**src/design/wmd_pkg.sv**
```systemverilog
package wmd_pkg;

    // Config register indexes (byte address = 4 * index)
    localparam int unsigned      ADDR_W       = 4;
    localparam logic [1:0]       REG_START    = 2'd0;
    localparam logic [1:0]       REG_END      = 2'd1;
    localparam logic [1:0]       REG_MAX_LEN  = 2'd2;

    // Register reset values
    localparam logic [7:0]       START_CODE_RST = 8'd126;
    localparam logic [7:0]       END_CODE_RST   = 8'd231;
    localparam logic [15:0]      MAX_LEN_RST    = 16'd600;

    // Header window size
    localparam logic [2:0]       HDR_BYTES    = 3'd4;

    // Result kinds
    localparam logic [1:0]       KIND_PAYLOAD = 2'd0;
    localparam logic [1:0]       KIND_GOOD    = 2'd1;
    localparam logic [1:0]       KIND_BAD     = 2'd2;
    localparam logic [1:0]       KIND_NONE    = 2'd3;

    typedef enum logic [1:0] {
        PH_HUNT    = 2'd0,
        PH_PAYLOAD = 2'd1,
        PH_END     = 2'd2
    } t_phase;

    typedef struct packed {
        logic [7:0]  start_code;
        logic [7:0]  end_code;
        logic [15:0] max_length;
    } t_cfg;

    typedef struct packed {
        logic [1:0]  kind;
        logic [7:0]  label;
        logic [15:0] byte_index;
        logic [7:0]  data;
    } t_result;

endpackage

```
**src/design/wmd_ifs.sv**
```systemverilog
// Received byte channel
interface wmd_in_if;
    logic       valid;
    logic       ready;
    logic [7:0] rx_byte;

    modport source (output valid, output rx_byte, input ready);
    modport sink   (input valid, input rx_byte, output ready);
endinterface

// Deframed result channel
interface wmd_out_if;
    logic        valid;
    logic        ready;
    logic [1:0]  kind;
    logic [7:0]  label;
    logic [15:0] byte_index;
    logic [7:0]  data;

    modport source (output valid, output kind, output label, output byte_index,
                    output data, input ready);
    modport sink   (input valid, input kind, input label, input byte_index,
                    input data, output ready);
endinterface

```
**src/design/wmd_apb_regs.sv**
```systemverilog
module wmd_apb_regs (
    input  logic                        i_clk,
    input  logic                        i_rst_n,
    input  logic                        psel,
    input  logic                        penable,
    input  logic                        pwrite,
    input  logic [wmd_pkg::ADDR_W-1:0]  paddr,
    input  logic [31:0]                 pwdata,
    output logic [31:0]                 prdata,
    output logic                        pready,
    output wmd_pkg::t_cfg               o_cfg
);

    wmd_pkg::t_cfg r_cfg;
    logic          wr_en;
    logic [1:0]    reg_idx;

    assign pready  = 1'b1;
    assign wr_en   = psel & penable & pwrite;
    assign reg_idx = paddr[3:2];
    assign o_cfg   = r_cfg;

    // Register writes on the access phase
    always_ff @(posedge i_clk) begin
        if (!i_rst_n) begin
            r_cfg.start_code <= wmd_pkg::START_CODE_RST;
            r_cfg.end_code   <= wmd_pkg::END_CODE_RST;
            r_cfg.max_length <= wmd_pkg::MAX_LEN_RST;
        end else if (wr_en) begin
            unique case (reg_idx)
                wmd_pkg::REG_START:   r_cfg.start_code <= pwdata[7:0];
                wmd_pkg::REG_END:     r_cfg.end_code   <= pwdata[7:0];
                wmd_pkg::REG_MAX_LEN: r_cfg.max_length <= pwdata[15:0];
                default: ;
            endcase
        end
    end

    // Read mux
    always_comb begin
        unique case (reg_idx)
            wmd_pkg::REG_START:   prdata = {24'd0, r_cfg.start_code};
            wmd_pkg::REG_END:     prdata = {24'd0, r_cfg.end_code};
            wmd_pkg::REG_MAX_LEN: prdata = {16'd0, r_cfg.max_length};
            default:              prdata = 32'd0;
        endcase
    end

endmodule

```
**src/design/widget_message_deframer.sv**
```systemverilog
// Message deframer for a byte-serial link.
// i_rx carries one received byte per transaction. o_res carries one result
// per payload byte (kind payload, with label and byte position) and one per
// end byte (kind good or bad, byte_index = payload length, data = end byte).
// Header bytes give no result. The header is start code, label, length low,
// length high; a header with a wrong start code or a length above max_length
// is dropped one byte at a time while the window slides.
// Registers over the APB port: start_code (0x0), end_code (0x4),
// max_length (0x8); write them only while the block is idle.
// Throughput: one byte per cycle while the skid entry is empty.
// Results go to an output register backed by one skid entry, so a byte is
// still accepted while one result waits; i_rx.ready drops only when both
// entries are full and the receiver stalls.
// Reset (synchronous, active low) empties both entries, restarts header
// hunting with an empty window and loads the register defaults.
module widget_message_deframer (
    input  logic                        i_clk,
    input  logic                        i_rst_n,
    wmd_in_if.sink                      i_rx,
    wmd_out_if.source                   o_res,
    input  logic                        psel,
    input  logic                        penable,
    input  logic                        pwrite,
    input  logic [wmd_pkg::ADDR_W-1:0]  paddr,
    input  logic [31:0]                 pwdata,
    output logic [31:0]                 prdata,
    output logic                        pready
);

    wmd_pkg::t_cfg     cfg;

    wmd_pkg::t_phase   r_phase,  n_phase;
    logic [7:0]        r_win [4];
    logic [7:0]        n_win [4];
    logic [2:0]        r_fill,   n_fill;
    logic [15:0]       r_len,    n_len;
    logic [15:0]       r_pos,    n_pos;
    logic [7:0]        r_label,  n_label;

    wmd_pkg::t_result  r_out,    r_skid, res;
    logic              r_out_valid, r_skid_valid;
    logic              has_res;
    logic              accept, pop;
    logic [15:0]       hdr_len;
    logic [15:0]       pos_inc;

    wmd_apb_regs u_regs (
        .i_clk   (i_clk),
        .i_rst_n (i_rst_n),
        .psel    (psel),
        .penable (penable),
        .pwrite  (pwrite),
        .paddr   (paddr),
        .pwdata  (pwdata),
        .prdata  (prdata),
        .pready  (pready),
        .o_cfg   (cfg)
    );

    assign i_rx.ready = !r_skid_valid;
    assign accept     = i_rx.valid & i_rx.ready;
    assign pop        = r_out_valid & o_res.ready;

    // Candidate length from the window after this byte shifts in
    assign hdr_len = {i_rx.rx_byte, r_win[3]};
    assign pos_inc = r_pos + 16'd1;

    // Next state and result for the byte on i_rx
    always_comb begin
        n_phase = r_phase;
        n_win   = r_win;
        n_fill  = r_fill;
        n_len   = r_len;
        n_pos   = r_pos;
        n_label = r_label;
        has_res = 1'b0;
        res     = '{kind: wmd_pkg::KIND_PAYLOAD, label: r_label,
                    byte_index: r_pos, data: i_rx.rx_byte};
        unique case (r_phase)
            wmd_pkg::PH_PAYLOAD: begin
                has_res = 1'b1;
                n_pos   = pos_inc;
                if (pos_inc >= r_len) begin
                    n_phase = wmd_pkg::PH_END;
                end
            end
            wmd_pkg::PH_END: begin
                has_res        = 1'b1;
                res.kind       = (i_rx.rx_byte == cfg.end_code) ?
                                 wmd_pkg::KIND_GOOD : wmd_pkg::KIND_BAD;
                res.byte_index = r_len;
                n_phase        = wmd_pkg::PH_HUNT;
                n_fill         = 3'd0;
                n_win          = '{default: 8'd0};
            end
            default: begin
                // Header hunting: slide the window by one byte
                n_phase  = wmd_pkg::PH_HUNT;
                n_win[0] = r_win[1];
                n_win[1] = r_win[2];
                n_win[2] = r_win[3];
                n_win[3] = i_rx.rx_byte;
                if (r_fill < wmd_pkg::HDR_BYTES) begin
                    n_fill = r_fill + 3'd1;
                end
                if (r_fill >= wmd_pkg::HDR_BYTES - 3'd1 &&
                    r_win[1] == cfg.start_code && hdr_len <= cfg.max_length) begin
                    n_label = r_win[2];
                    n_len   = hdr_len;
                    n_pos   = 16'd0;
                    n_fill  = 3'd0;
                    n_win   = '{default: 8'd0};
                    n_phase = (hdr_len == 16'd0) ? wmd_pkg::PH_END
                                                 : wmd_pkg::PH_PAYLOAD;
                end
            end
        endcase
    end

    // State registers
    always_ff @(posedge i_clk) begin
        if (!i_rst_n) begin
            r_phase <= wmd_pkg::PH_HUNT;
            r_win   <= '{default: 8'd0};
            r_fill  <= 3'd0;
            r_len   <= 16'd0;
            r_pos   <= 16'd0;
            r_label <= 8'd0;
        end else if (accept) begin
            r_phase <= n_phase;
            r_win   <= n_win;
            r_fill  <= n_fill;
            r_len   <= n_len;
            r_pos   <= n_pos;
            r_label <= n_label;
        end
    end

    // Output register plus one skid entry, in order
    always_ff @(posedge i_clk) begin
        if (!i_rst_n) begin
            r_out_valid  <= 1'b0;
            r_skid_valid <= 1'b0;
        end else if (r_skid_valid) begin
            if (pop) begin
                r_out        <= r_skid;
                r_skid_valid <= 1'b0;
            end
        end else if (accept && has_res) begin
            if (!r_out_valid || pop) begin
                r_out       <= res;
                r_out_valid <= 1'b1;
            end else begin
                r_skid       <= res;
                r_skid_valid <= 1'b1;
            end
        end else if (pop) begin
            r_out_valid <= 1'b0;
        end
    end

    assign o_res.valid      = r_out_valid;
    assign o_res.kind       = r_out.kind;
    assign o_res.label      = r_out.label;
    assign o_res.byte_index = r_out.byte_index;
    assign o_res.data       = r_out.data;

endmodule

```
**src/flat_wrapper.sv**
```systemverilog
// flat-port wrapper written by rule: the top's interface ports become plain ports
module widget_message_deframer_flat 
  (i_clk, i_rst_n, psel, penable, pwrite, paddr, pwdata, prdata, pready, i_rx_valid, i_rx_rx_byte, i_rx_ready, o_res_valid, o_res_kind, o_res_label, o_res_byte_index, o_res_data, o_res_ready);
  wmd_in_if i_rx_i ();
  wmd_out_if o_res_i ();
  input  logic i_clk;
  input  logic i_rst_n;
  input  logic psel;
  input  logic penable;
  input  logic pwrite;
  input  logic [wmd_pkg::ADDR_W-1:0] paddr;
  input  logic [31:0] pwdata;
  output logic [31:0] prdata;
  output logic pready;
  input wire logic [$bits(i_rx_i.valid)-1:0] i_rx_valid;
  input wire logic [$bits(i_rx_i.rx_byte)-1:0] i_rx_rx_byte;
  output wire logic [$bits(i_rx_i.ready)-1:0] i_rx_ready;
  output wire logic [$bits(o_res_i.valid)-1:0] o_res_valid;
  output wire logic [$bits(o_res_i.kind)-1:0] o_res_kind;
  output wire logic [$bits(o_res_i.label)-1:0] o_res_label;
  output wire logic [$bits(o_res_i.byte_index)-1:0] o_res_byte_index;
  output wire logic [$bits(o_res_i.data)-1:0] o_res_data;
  input wire logic [$bits(o_res_i.ready)-1:0] o_res_ready;
  assign i_rx_i.valid = i_rx_valid;
  assign i_rx_i.rx_byte = i_rx_rx_byte;
  assign i_rx_ready = i_rx_i.ready;
  assign o_res_valid = o_res_i.valid;
  assign o_res_kind = o_res_i.kind;
  assign o_res_label = o_res_i.label;
  assign o_res_byte_index = o_res_i.byte_index;
  assign o_res_data = o_res_i.data;
  assign o_res_i.ready = o_res_ready;
  widget_message_deframer u_core (.i_clk(i_clk), .i_rst_n(i_rst_n), .i_rx(i_rx_i), .o_res(o_res_i), .psel(psel), .penable(penable), .pwrite(pwrite), .paddr(paddr), .pwdata(pwdata), .prdata(prdata), .pready(pready));
endmodule
```
**config.mk**
```make
export PLATFORM = sky130hd
export DESIGN_NAME = widget_message_deframer_flat
export DESIGN_NICKNAME = d
export VERILOG_FILES = /design/src/design/wmd_pkg.sv /design/src/design/wmd_ifs.sv /design/src/design/wmd_apb_regs.sv /design/src/design/widget_message_deframer.sv /design/src/flat_wrapper.sv
export SDC_FILE = /design/constraint.sdc
export NUM_CORES = 1
export LEC_CHECK = 0
export ABC_AREA = 1
export ABC_CLOCK_PERIOD_IN_PS = 3750
export BUFFER_PORTS_ARGS = -buffer_cell sky130_fd_sc_hd__buf_2
export CELL_PAD_IN_SITES_DETAIL_PLACEMENT = 0
export CELL_PAD_IN_SITES_GLOBAL_PLACEMENT = 2
export CORE_AREA = 2 2 166 168
export CTS_BUF_LIST = sky130_fd_sc_hd__clkbuf_8
export CTS_CLUSTER_SIZE = 25
export DETAILED_ROUTE_END_ITERATION = 10
export DIE_AREA = 0 0 168 170
export PLACE_DENSITY_LB_ADDON = 0.2
export SLEW_MARGIN = 5
export SYNTH_ARGS = -nofsm -noshare
export SYNTH_HDL_FRONTEND = slang
export SYNTH_SLANG_ARGS = --single-unit
export TNS_END_PERCENT = 30
```
**constraint.sdc**
```tcl
create_clock -name i_clk -period 3.75 [get_ports i_clk]
set_input_delay 0.375 -clock i_clk [delete_from_list [all_inputs] [get_ports i_clk]]
set_output_delay 0.375 -clock i_clk [all_outputs]
set_load 0.02 [all_outputs]
```
==> results_dict.tcl <==
set metrics [dict create \
    status "finished clean" \
    synth_top_area_frac 0.2440 \
    synth_top_flop_cell "dfxtp_1" \
    drv_slew 0 \
    synth_edf_count 68 \
    comb_power_share 0.096 \
    regArea_um2 4104 \
    synth_area_um2 8451 \
    highest_layer "met4" \
    yosysMostFrequentCell "nand2_1" \
    clk_pin_slew_ns 0.12 \
    clkPwrFrac 0.375 \
    postCtsSetupBuffers 0 \
    nNetsFinal 1193 \
    synth-seq-area-share 0.4856 \
    start_util 0.3171 \
    cts_tree "yes" \
    antenna_found_initial 0 \
    dr_wl_met2_mm 10.29 \
    core.rowCount 60 \
    p_sw_w 0.001117 \
    dieArea_um2 28560 \
    cts_root_buf "clkbuf_8" \
    cts-buffers-inserted 17 \
    ios 120 \
    synth_top_area_cell "dfxtp_1" \
    grt_pass1_vias 6388 \
    max-slew-margin-rel 0.3824 \
    drv_cap 0 \
    crit_path_max_incr_delay_ns 0.42 \
    cts_resized 0 \
    p_int_w 0.002653 \
    synthArstFlopShare 0 \
    max_freq_mhz 356.3 \
    worstPathArrival_ns 3.21 \
    wl_met3_um 670 \
    grtUsageTotal 0.1657 \
    peakVddDrop_uv 179.0 \
    antenna_cells 0 \
    dp_hpwl_mm 16.29 \
    syn_inst 1029 \
    wl_met1_mm 12.11 \
    grt_max_degree 67 \
    cts_max_level 4 \
    vias_per_cell 4.615 \
    numClockSinks 171 \
    multi_input_area_um2 3745 \
    hold_path.class "input pin to flop" \
    crit_top_cell "nand2_1" \
    firstDrtPassIters 4 \
    path_cells "ha_1 -> nand3_2 -> nor3_4 -> nand2_4 -> nor2_1 -> xor2_1 -> inv_1 -> ha_1 -> nand2_1 -> nor3_1 -> nand3_1 -> nand4_1 -> nand2_1 -> nand2_1 -> nand2_1 -> a21oi_1" \
    grt_pass1_wl_mm 36.43 \
    synth_common_cells "nand2_1, nor2_1, dfxtp_1" \
    clk_latency_ns 0.48 \
    setup_tns_ns 0 \
    remaining_drc_errors 0 \
    critPathMaxFanout 5 \
    power_frac_seq 0.529 \
    place_ws_ns 0.9066 \
    yosys_warnings 0 \
    drt_iter0_drc 377 \
    post_drt_wl_per_cell_um 15.94 \
    swShare 0.2962 \
    globalplace.congestion 0.7740 \
    synth.area.top_cells "dfxtp_1, edfxtp_1, nand2_1" \
    setup_slack_ns 0.9431 \
    ys_ff_latch 171 \
    p_leak_nw 4.145 \
    slowest_stage "dfxtp_1" \
    die_y_um 170 \
    dr_total_vias 6733 \
    powerDensity_nw_per_um2 393.4 \
    die_w_um 168 \
    cp_num_buf_inv 1 \
    avgSynthCellArea_um2 8.212 \
    syn_to_final_growth_pct 13.41 \
    cts_hold_buf 0 \
    ys_types 44 \
    finalCriticalPeriod_ns 2.807 \
    drive_gt1_frac 0.1583 \
    grt_overflow_total 0 \
    rsz0062_at_grt "false" \
    finalClockSkew_ns 0.02937 \
    crit_type "flop to flop" \
    start_kind "flop" \
    finalCritPeriodShare 0.7485 \
    io_buffers 84 \
    crit_family "simple AND/OR/NAND/NOR gates" \
    cp-end-kind "flop" \
    wl_mm 23.26 \
    clockBufferDepth 2 \
    ant_nets 0 \
    core_area_um2 26650 \
    fill_cells 2789 \
    worst-slew-pin-transition_ns 0.9254 \
    hold_violations 0 \
    worst_ep_required_time_ns 4.15 \
    finalSetupViolations 0 \
]
-- tightest hold or removal path: cells and delay by family --
| kind | cells | cell delay [ns] |
|---|---|---|
| buffers and inverters | 1 | 0.10 |
| and+or+nand+nor | 2 | 0.12 |
-- routing by layer --
layer | vias up | track usage
met5 | - | 0
met4 | 0 | 0.03403
met3 | 12 | 0.02442
li1 | 3484 | -
met2 | 110 | 0.2602
met1 | 3127 | 0.2423
-- worst paths after layout --
| kind | slack, ns | from | to | cells after the start |
|---|---|---|---|---|
| max | 0.94 | u_core.r_pos[0]$_SDFFE_PN0P_ | u_core.r_phase[0]$_SDFFE_PN0P_ | 16 |
| min reg2reg | 0.43 | u_core.r_label[3]$_SDFFE_PN0P_ | u_core.r_skid[27]$_DFFE_PP_ | 0 |
| max reg2reg | 0.94 | u_core.r_pos[0]$_SDFFE_PN0P_ | u_core.r_phase[0]$_SDFFE_PN0P_ | 16 |
| min | 0.14 | pwdata[2] | u_core.u_regs.o_cfg[18]$_SDFFE_PN1P_ | 3 |
-- final cells by class --
class | instances | share of cell area
Multi-Input combinational cell | 721 | 0.3907
Tap cell | 341 | 0.04452
Clock inverter | 14 | 0.01749
Clock buffer | 18 | 0.02585
Timing Repair Buffer | 100 | 0.05640
Inverter | 94 | 0.03681
Sequential cell | 171 | 0.4282
-- sequential cells by signal, indices dropped and copies added (netlist names) --
name,cells
u_core.r_skid,34
u_core.hdr_len,8
u_core.o_res.kind,2
u_core.o_res.data,8
u_core.o_res.byte_index,16
u_core.r_pos,16
u_core.o_res.valid,1
u_core.r_win,16
u_core.r_phase,2
u_core.r_len,16
u_core.r_fill,3
u_core.o_res.label,8
u_core.u_regs.o_cfg,32
u_core.r_skid_valid,1
u_core.r_label,8
-- per-stage QoR --
stage / cell area, µm² / total power (W) / hold slack [ns] / std cells / util
6_report: 9584 / 0.003770 / 0.1388 / 1459 / 0.3596
5_1_grt: 9584 / 0.003920 / 0.1336 / 1459 / 0.3596
4_1_cts: 9584 / 0.003811 / 0.1213 / 1459 / 0.3596
3_5_place_dp: 9169 / 0.002402 / 0.4167 / 1427 / 0.3440
3_3_place_gp: 9169 / 0.002401 / 0.4102 / 1427 / 0.3440
2_1_floorplan: 8512 / 0.002280 / 0.4082 / 1044 / -
-- kinds of logic after synthesis --
group                      share of synthesized area
and+or+nand+nor                               0.2612
AOI/OAI and AO/OA                            0.08632
buffers and inverters                        0.07966
adders and majority gates                    0.05478
DFF                                           0.4856
xor gates and xnor gates                     0.03035
muxes                                       0.001185
other                                      0.0008887
-- cell usage in the layout (no fill, tap or decap), drive strengths merged, types with 12 or more instances in the layout --
master,count
nand2,288
nand4,36
conb,17
inv,102
nor2,125
o21ai,50
buf,100
nand3,39
a21oi,70
clkbuf,18
o211ai,12
edfxtp,68
xor2,14
dfxtp,103
ha,37
-- power groups by stage --
stage | clock (W) | sequential [W] | combinational [W]
after floorplan | 0 | 0.00204 | 0.000238
after global placement | 0 | 0.00204 | 0.000364
after detailed placement | 0 | 0.00204 | 0.000365
after CTS | 0.00145 | 0.00199 | 0.000366
after global routing | 0.00151 | 0.00200 | 0.000406
final | 0.00142 | 0.00199 | 0.000360
(Power assumes the default switching activity.)
